`src/hw/rtl/epd_pkg.sv`:
```
// Shared types and constants for the escaped packet deframer.
package epd_pkg;

  localparam logic [7:0] CH_ESCAPE = 8'h23;
  localparam logic [7:0] CH_START  = 8'h2B;
  localparam logic [7:0] CH_END    = 8'h2D;

  typedef enum logic [1:0] {
    EV_NONE = 2'd0,
    EV_BYTE = 2'd1,
    EV_END  = 2'd2
  } event_e;

  typedef struct packed {
    logic       esc;
    logic [7:0] run_xor;
    logic [7:0] last;
  } state_t;

  typedef struct packed {
    event_e     ev;
    logic [7:0] byte_value;
    logic [5:0] byte_index;
    logic       packet_valid;
    logic [6:0] packet_length;
  } result_t;

endpackage

```
`src/hw/rtl/epd_if.sv`:
```
// Handshake channel interfaces for the deframer input and result streams.
interface epd_in_if;
  logic       valid;
  logic       ready;
  logic [7:0] data_byte;

  modport source (output valid, output data_byte, input ready);
  modport sink (input valid, input data_byte, output ready);
endinterface

interface epd_out_if;
  logic       valid;
  logic       ready;
  logic [1:0] event_res;
  logic [7:0] byte_value;
  logic [5:0] byte_index;
  logic       packet_valid;
  logic [6:0] packet_length;

  modport source (
    output valid, output event_res, output byte_value, output byte_index,
    output packet_valid, output packet_length, input ready
  );
  modport sink (
    input valid, input event_res, input byte_value, input byte_index,
    input packet_valid, input packet_length, output ready
  );
endinterface

```
`src/hw/rtl/epd_decode.sv`:
```
// Per-byte decode: escape handling, packet framing, checksum and result.
module epd_decode import epd_pkg::*; #(
  parameter int MAX_PACKET_BYTES = 64,
  parameter int CntW = $clog2(MAX_PACKET_BYTES + 1)
) (
  input  logic [7:0]      data_byte_i,
  input  state_t          state_i,
  input  logic [CntW-1:0] cnt_i,
  output state_t          state_o,
  output logic [CntW-1:0] cnt_o,
  output result_t         res_o
);

  logic       store;
  logic [7:0] cnt8;

  assign cnt8 = 8'(cnt_i);

  always_comb begin
    state_o = state_i;
    cnt_o   = cnt_i;
    res_o   = '0;
    res_o.ev = EV_NONE;
    store   = 1'b0;
    if (!state_i.esc) begin
      case (data_byte_i)
        CH_ESCAPE: begin
          state_o.esc = 1'b1;
        end
        CH_START: begin
          cnt_o           = '0;
          state_o.run_xor = '0;
          state_o.last    = '0;
        end
        CH_END: begin
          res_o.ev            = EV_END;
          res_o.packet_length = cnt8[6:0];
          res_o.packet_valid  = (cnt_i != '0) &&
                                (~(state_i.run_xor ^ state_i.last) == state_i.last);
        end
        default: begin
          store = 1'b1;
        end
      endcase
    end else begin
      state_o.esc = 1'b0;
      store       = 1'b1;
    end
    if (store && (cnt_i < CntW'(MAX_PACKET_BYTES))) begin
      res_o.ev         = EV_BYTE;
      res_o.byte_value = data_byte_i;
      res_o.byte_index = cnt8[5:0];
      state_o.run_xor  = state_i.run_xor ^ data_byte_i;
      state_o.last     = data_byte_i;
      cnt_o            = cnt_i + CntW'(1);
    end
  end

endmodule

```
`src/hw/rtl/escaped_packet_deframer.sv`:
```
// Top level of the escaped packet deframer.
//
// Usage: bytes arrive on in_i (valid/ready); every accepted request yields
// exactly one result on out_o, in order. A result carries event_res: none
// (escape mark, start mark or dropped byte), a stored payload byte with its
// value and index, or an end of packet with its checksum verdict and length.
// '#' escapes the next byte, '+' clears the packet, '-' reports it; a packet
// is valid when the inverted XOR of all stored bytes but the last equals the
// last one.
// Flow: an accepted request sits in the input register, is decoded into the
// result register, and can then be taken from out_o. Throughput: one byte per
// cycle while out_o.ready stays high, set by the combinational decode between
// the two registers.
// Stall: when out_o.ready is low the result register holds, the input
// register fills, and then in_i.ready drops; no request is lost.
// Reset: rst_ni clears escape state, count, checksum and both valid flags.
module escaped_packet_deframer import epd_pkg::*; #(
  parameter int MAX_PACKET_BYTES = 64
) (
  input  logic      clk_i,
  input  logic      rst_ni,
  epd_in_if.sink    in_i,
  epd_out_if.source out_o
);

  localparam int CntW = $clog2(MAX_PACKET_BYTES + 1);

  logic            in_valid_q;
  logic [7:0]      in_byte_q;
  logic            out_valid_q;
  result_t         res_q;
  result_t         res_d;
  state_t          state_q;
  state_t          state_d;
  logic [CntW-1:0] cnt_q;
  logic [CntW-1:0] cnt_d;
  logic            adv;

  assign adv        = in_valid_q && (!out_valid_q || out_o.ready);
  assign in_i.ready = !in_valid_q || adv;

  epd_decode #(
    .MAX_PACKET_BYTES(MAX_PACKET_BYTES),
    .CntW            (CntW)
  ) u_decode (
    .data_byte_i(in_byte_q),
    .state_i    (state_q),
    .cnt_i      (cnt_q),
    .state_o    (state_d),
    .cnt_o      (cnt_d),
    .res_o      (res_d)
  );

  always_ff @(posedge clk_i or negedge rst_ni) begin
    if (!rst_ni) begin
      in_valid_q  <= 1'b0;
      out_valid_q <= 1'b0;
      state_q     <= '0;
      cnt_q       <= '0;
    end else begin
      if (in_i.ready) begin
        in_valid_q <= in_i.valid;
      end
      if (adv) begin
        out_valid_q <= 1'b1;
        state_q     <= state_d;
        cnt_q       <= cnt_d;
      end else if (out_o.ready) begin
        out_valid_q <= 1'b0;
      end
    end
  end

  always_ff @(posedge clk_i) begin
    if (in_i.ready && in_i.valid) begin
      in_byte_q <= in_i.data_byte;
    end
    if (adv) begin
      res_q <= res_d;
    end
  end

  assign out_o.valid         = out_valid_q;
  assign out_o.event_res     = res_q.ev;
  assign out_o.byte_value    = res_q.byte_value;
  assign out_o.byte_index    = res_q.byte_index;
  assign out_o.packet_valid  = res_q.packet_valid;
  assign out_o.packet_length = res_q.packet_length;

  a_cnt_bound: assert property (@(posedge clk_i) disable iff (!rst_ni)
    cnt_q <= CntW'(MAX_PACKET_BYTES))
    else $error("stored count above capacity");

  a_valid_needs_bytes: assert property (@(posedge clk_i) disable iff (!rst_ni)
    adv && res_d.packet_valid |-> cnt_q != '0)
    else $error("valid packet reported with no stored bytes");

  a_stall_cause: assert property (@(posedge clk_i) disable iff (!rst_ni)
    !in_i.ready |-> in_valid_q && out_valid_q && !out_o.ready)
    else $error("input stalled without a full pipeline");

  a_state_hold: assert property (@(posedge clk_i) disable iff (!rst_ni)
    !adv |=> $stable(cnt_q) && $stable(state_q))
    else $error("state changed without a request advancing");

endmodule
```
`src/flat_wrapper.sv`:
```
// flat-port wrapper written by rule: the top's interface ports become plain ports
module escaped_packet_deframer_flat import epd_pkg::*;
#(
  parameter int MAX_PACKET_BYTES = 64
)
  (clk_i, rst_ni, in_i_valid, in_i_data_byte, in_i_ready, out_o_valid, out_o_event_res, out_o_byte_value, out_o_byte_index, out_o_packet_valid, out_o_packet_length, out_o_ready);
  epd_in_if in_i_i ();
  epd_out_if out_o_i ();
  input  logic clk_i;
  input  logic rst_ni;
  input wire logic [$bits(in_i_i.valid)-1:0] in_i_valid;
  input wire logic [$bits(in_i_i.data_byte)-1:0] in_i_data_byte;
  output wire logic [$bits(in_i_i.ready)-1:0] in_i_ready;
  output wire logic [$bits(out_o_i.valid)-1:0] out_o_valid;
  output wire logic [$bits(out_o_i.event_res)-1:0] out_o_event_res;
  output wire logic [$bits(out_o_i.byte_value)-1:0] out_o_byte_value;
  output wire logic [$bits(out_o_i.byte_index)-1:0] out_o_byte_index;
  output wire logic [$bits(out_o_i.packet_valid)-1:0] out_o_packet_valid;
  output wire logic [$bits(out_o_i.packet_length)-1:0] out_o_packet_length;
  input wire logic [$bits(out_o_i.ready)-1:0] out_o_ready;
  assign in_i_i.valid = in_i_valid;
  assign in_i_i.data_byte = in_i_data_byte;
  assign in_i_ready = in_i_i.ready;
  assign out_o_valid = out_o_i.valid;
  assign out_o_event_res = out_o_i.event_res;
  assign out_o_byte_value = out_o_i.byte_value;
  assign out_o_byte_index = out_o_i.byte_index;
  assign out_o_packet_valid = out_o_i.packet_valid;
  assign out_o_packet_length = out_o_i.packet_length;
  assign out_o_i.ready = out_o_ready;
  escaped_packet_deframer #(.MAX_PACKET_BYTES(MAX_PACKET_BYTES)) u_core (.clk_i(clk_i), .rst_ni(rst_ni), .in_i(in_i_i), .out_o(out_o_i));
endmodule
```
`config.mk`:
```
export PLATFORM = sky130hd
export DESIGN_NAME = escaped_packet_deframer_flat
export DESIGN_NICKNAME = d
export VERILOG_FILES = /design/src/hw/rtl/epd_pkg.sv /design/src/hw/rtl/epd_if.sv /design/src/hw/rtl/epd_decode.sv /design/src/hw/rtl/escaped_packet_deframer.sv /design/src/flat_wrapper.sv
export SDC_FILE = /design/constraint.sdc
export NUM_CORES = 1
export LEC_CHECK = 0
export ABC_AREA = 1
export BUFFER_PORTS_ARGS = -buffer_cell sky130_fd_sc_hd__buf_2
export CELL_PAD_IN_SITES_DETAIL_PLACEMENT = 1
export CELL_PAD_IN_SITES_GLOBAL_PLACEMENT = 1
export CORE_MARGIN = 5
export CORE_UTILIZATION = 43
export CTS_BUF_LIST = sky130_fd_sc_hd__clkbuf_16
export CTS_CLUSTER_SIZE = 28
export DETAILED_ROUTE_END_ITERATION = 12
export HOLD_SLACK_MARGIN = 0.15
export PLACE_DENSITY_LB_ADDON = 0.1
export RECOVER_POWER = 50
export SLEW_MARGIN = 20
export SYNTH_ARGS = -nofsm -noshare
export SYNTH_HDL_FRONTEND = slang
export SYNTH_SLANG_ARGS = --single-unit
```
`constraint.sdc`:
```
create_clock -name clk_i -period 2.2 [get_ports clk_i]
set_input_delay 0.44 -clock clk_i [delete_from_list [all_inputs] [get_ports clk_i]]
set_output_delay 0.44 -clock clk_i [all_outputs]
set_load 0.005 [all_outputs]
```
; Word-level counts from Yosys, hierarchy flattened
; Index checks and enable logic that the tools add are counted.
[totals]
output_inout_bits = 26
elab_cells = 53
reg_bits = 58
[op_classes]
add_sub_neg = 1
n_eq_ne = 5
n_bitwise = 4
magnitude_cmp = 1
muxes = 14
reduce_logical = 15
[op_table]
columns = cell, count
row1 = two-way mux 16 bit, 3
row2 = equality test 8 x 6 -> 1 bit (second input constant), 3
row3 = two-way mux 7 bit, 3
row4 = bitwise XOR 8 bit, 2
row5 = equality test 8 bit, 1
row6 = NOT 8 bit, 1
row7 = adder 7 x 1 -> 7 bit (second input constant), 1
row8 = less-than comparator 7 bit (second input constant), 1
row9 = two-way mux 1 bit, 7
row10 = nonzero test 7 bit, 1
row11 = logical AND 1 bit, 4
row12 = nonzero test 2 bit, 2
row13 = OR reduction 2 bit, 2
row14 = AND reduction 3 bit, 1
row15 = OR reduction 3 bit, 1
row16 = logical NOT 1 bit, 2
row17 = logical OR 1 bit, 2
row18 = two-way mux 2 bit, 1
row19 = inequality test 2 bit (second input constant), 1
row20 = NOT 1 bit, 1

; Depth between registers and ports, before layout
[depth]
word_depth = 7
ltp_mapped = 11

; By module
; From an unflattened synthesis, not the netlist that was laid out.
[hier_totals]
cells_unflattened = 351
area_unflattened_um2 = 2994.1
[modules_own_cells]
columns = module, area_each_um2, seq_area_each_um2, cells_each, instances
row1 = escaped_packet_deframer, 2060.7, 1611.5, 146, 1
row2 = epd_decode, 933.4, 0.0, 205, 1

; Least setup slack after synthesis
; OpenSTA, ideal clock, no wires.
[synth_path]
path_type = input -> register
from = in out_o_ready
to = reg u_core.cnt_q[5]
n_path_buf = 1
t_arrival_ns = 1.943
path_stages = 9
setup_time_ns = 0.119
slack_ns = 0.139
cell_sequence = inv_1 > nand2_1 > nand2_1 > clkinv_1 > nand4_2 > nand2_4 > buf_6 > nand2_1 > nand2_1
[synth_between]
elab_chain_len = 3
[synth_rtl]
columns = element, line_no
row1 = start: declaration, flat_wrapper.sv:20  ; input wire logic [$bits(out_o_i.ready)-1:0] out_o_ready;
row2 = logical OR 1 bit, escaped_packet_deframer.sv:39  ; assign adv = in_valid_q && (!out_valid_q || out_o.ready);
row3 = logical AND 1 bit, escaped_packet_deframer.sv:39
row4 = via u_core.adv, escaped_packet_deframer.sv:37  ; logic adv;
row5 = AND reduction 3 bit (no source line), --
row6 = end signal: assignment, escaped_packet_deframer.sv:67  ; cnt_q <= cnt_d;
row7 = end: declaration, escaped_packet_deframer.sv:35  ; logic [CntW-1:0] cnt_q;
; The timed path passes the listed nets, and every way through them passes these cells.
; A chain may end at the register's enable or synchronous reset.

; Worst setup path after layout
[layout_path]
from = reg u_core.in_byte_q[6]
to = reg u_core.res_q (netlist bit u_core.out_o.event_res[0]) (data pin)
[layout_between]
elab_chain_len = 5
elab_cells_between_ends = 7
classes_between = eq/ne: 3 / mux: 2 / reduce/logical: 2
[layout_rtl]
columns = element, line_no
row1 = start: declaration, escaped_packet_deframer.sv:29  ; logic [7:0] in_byte_q;
row2 = start signal: assignment, escaped_packet_deframer.sv:76  ; in_byte_q <= in_i.data_byte;
row3 = equality test 8 x 6 -> 1 bit, epd_decode.sv:26  ; case (data_byte_i)
row4 = OR reduction 3 bit (no source line) (*), --
row5 = two-way mux 1 bit (*), epd_decode.sv:26
row6 = two-way mux 1 bit (*), epd_decode.sv:25  ; if (!state_i.esc) begin
row7 = logical AND 1 bit (*), epd_decode.sv:49  ; if (store && (cnt_i < CntW'(MAX_PACKET_BYTES))) begin
row8 = end signal: assignment, escaped_packet_deframer.sv:79  ; res_q <= res_d;
row9 = end: declaration, escaped_packet_deframer.sv:31  ; result_t res_q;
; Mark *: on every way between the ends. The rest lies on a longest branch, timed or not.

==> results.yml <==
logic_synthesis:
  synth_top_area_cell: "edfxtp_1"
  yosysUniqueCellTypes: 22
  avgSynthCellArea_um2: 10.39
  syn_nets: 227
  synthTopCellsByArea: "edfxtp_1 (43%), dfrtp_1 (20%), nand2_1 (8.1%)"
  synthesis.area_um2: 2212
  ys_warn_count: 0
  synth_cells: 213
  synth_seq_cells: 50
  synth_top_area_share_pct: 43.44
  ys_seq_area_share_pct: 63.80
timing:
  drv_slew: 0
  worst_slew_pin_slew_ns: 1.012
  skew_ns: 0.003385
  hold_viol_final: 0
  fmax_mhz: 552.8
  post-route-period-util_pct: 82.22
  grt_setup_unrepaired: "no"
  setup_tns_ns: 0
  setup_violations: 0
  slew_headroom_pct: 32.57
  period_needed_ns: 1.809
die:
  die_w_um: 81.73
  coreArea_um2: 5042
  die_area_um2: 6679
  io_pins: 38
  die_h_um: 81.73
  initial_core_util_pct: 43.87
  num_rows: 26
global_route:
  grt_usage_pct: 15.48
  grt_max_degree: 28
  grt_pass1_vias: 1636
  grt_pass1_wl_mm: 7.762
  overflow: 0
  antenna_found_initial: 0
cts:
  clkSlewWorstSetupHoldPaths_ns: 0.06
  cts_tree: "built"
  cts_setup_buffers: 0
  htree_levels: 2
  root_buffer: "clkbuf_16"
  clock_path_buffers: 2
  cts-buffers-inserted: 5
  clock-sinks: 50
  clk_latency_ns: 0.28
layout:
  final-seq-area_um2: 1411
  multi_input_area_um2: 670.6
  fin_nets: 270
  fin_cells: 327
  drive_above_1_share_pct: 14.40
  fillers: 582
  utilization_pct: 51.76
  area_delta_synth_final_pct: 17.99
  diodes: 0
power:
  p_leak_uw: 0.001150
  peakVddDrop_mv: 0.4948
  power_density_nw_per_um2: 1041
drt:
  routedWlPerCell_um: 14.29
  drt-total-wl_mm: 4.674
  vias_per_cell: 4.765
  antenna_left: 0
  drc_errors: 0
  first_pass_iters: 5
  vias: 1558
  drt_iter0_markers: 72
min_path:
  hp-class: "in2reg"
  worstHoldStart: "in_i_data_byte[7]"
  hold-path-cell-count: 1
  min_delay_worst_endpoint: "u_core.in_byte_q[7]$_DFFE_PP_"
setup_path:
  worstPathMaxFanout: 17
  r2r_cells: 9
  worstPathRequired_ns: 2.24
  cp-start-kind: "register"
  r2r_slack_ns: 0.39
  endpoint_kind: "register"
  cp.arrival_ns: 1.85
  path_class: "reg2reg"
  rr_startpoint: "u_core.in_byte_q[6]$_DFFE_PP_"
  reg2reg_to: "u_core.out_o.event_res[0]$_SDFFCE_PP1P_"
placed_design:
  dp.cells: 318
  gp_congestion: 0.7335
  portBuffers: 37
  hpwlAfterDp_mm: 3.297
outcome:
  status: "complete, no violations"
run:
  max_cap_viol_count: 0
cells in the mapped netlist:
cell type / count
nand4_2: 1
o21ai_0: 1
buf_6: 1
nand3_1: 19
buf_4: 3
nor3_1: 2
clkinv_1: 1
inv_1: 22
nand3_4: 1
nand2_4: 1
edfxtp_1: 32
nor4_1: 1
nand2_1: 48
dfrtp_1: 18
xor2_1: 4
buf_2: 2
a21oi_2: 1
nor2_4: 1
ha_1: 2
nand4_1: 5
nor2_1: 38
xnor2_1: 9
worst max-delay path by stage:
stage | start | end | slack (ns) | cells past startpoint
after floorplan | out_o_ready | u_core.cnt_q[5]$_DFFE_PN0P_ | 0.14 | 9
after global placement | u_core.in_byte_q[6]$_DFFE_PP_ | u_core.out_o.event_res[0]$_SDFFCE_PP1P_ | 0.43 | 9
after detailed placement | u_core.in_byte_q[6]$_DFFE_PP_ | u_core.out_o.event_res[0]$_SDFFCE_PP1P_ | 0.40 | 9
after CTS | u_core.in_byte_q[6]$_DFFE_PP_ | u_core.out_o.byte_value[5]$_SDFFCE_PN0P_ | 0.38 | 9
after global routing | u_core.in_byte_q[2]$_DFFE_PP_ | u_core.cnt_q[0]$_DFFE_PN0P_ | 0.22 | 11
final | u_core.in_byte_q[6]$_DFFE_PP_ | u_core.out_o.event_res[0]$_SDFFCE_PP1P_ | 0.39 | 9
area by class of cell:
class                   instances  area share (%)
inverters                      23           3.308
flip-flops and latches         50           54.07
multi-input cells             134           25.70
clock inverters                 3          0.4794
clock buffers                   5           4.794
well taps                      70           3.356
repair buffers                 42           8.293
worst max-delay path, stage by stage (launching register included):
cell and delay [ns]:
edfxtp_1 0.41, inv_1 0.10, nand2_1 0.09, nor2_4 0.21, nand2_1 0.07, nand2_1 0.07
nand2_1 0.10, nand2_1 0.27, buf_12 0.20, inv_1 0.06
metal layers:
layer	vias to the layer above	routed length, µm	track usage, %
li1	775	-	-
met1	746	2134	20.04
met2	32	2287	26.25
met3	5	211	3.070
met4	0	41	4.485
met5	-	0	0
sequential cells by signal (all words and copies together) (netlist names):
name and count:
u_core.in_valid_q 1, u_core.out_o.valid 1, u_core.out_o.event_res 2, u_core.state_q 9
u_core.cnt_q 7, u_core.out_o.byte_index 6, u_core.out_o.byte_value 8, u_core.in_byte_q 8
u_core.out_o.packet_valid 1, u_core.out_o.packet_length 7
where the power goes:
part,internal (µW),switching [µW],total [µW]
registers,1230,160,1390
logic,265,352,617
clock network,411,304,715
cells in the final DEF (no fill, tap or decap), drive strengths merged, types with 2 or more instances in the layout:
master  synthesis  routed
nand2          49      49
nor2           39      39
edfxtp         32      32
buf             6      25
inv            22      23
clkbuf          0      21
nand3          20      20
dfrtp          18      18
xnor2           9       9
nand4           6       6
xor2            4       4
clkinv          1       3
nor3            2       2
ha              2       2
per-stage QoR:
| stage | total power [µW] | worst slack [ns] | cell area [µm²] | hold slack (ns) |
|---|---|---|---|---|
| after floorplan | 1823 | 0.1387 | 2212 | 0.1444 |
| after global placement | 2022 | 0.4319 | 2484 | 0.4101 |
| after detailed placement | 2034 | 0.4030 | 2484 | 0.4000 |
| after CTS | 2763 | 0.3849 | 2631 | 0.3257 |
| after global routing | 2920 | 0.2173 | 2610 | 0.3190 |
| final | 2718 | 0.3911 | 2610 | 0.3293 |
repair_timing:
item                                   CTS  global route
resized for setup                        0             0
endpoints found under the hold margin   18             0
hold buffers                             1             0
cell families after synthesis:
kind of cell / Yosys count / share of synthesized area (%)
compound gates: 2 / 0.6220
xor+xnor: 13 / 5.147
fa+ha+maj: 2 / 1.131
buf+inv: 29 / 5.882
flops: 50 / 63.80
simple gates: 117 / 23.42
Note: power is estimated with default switching activity, not from simulation.
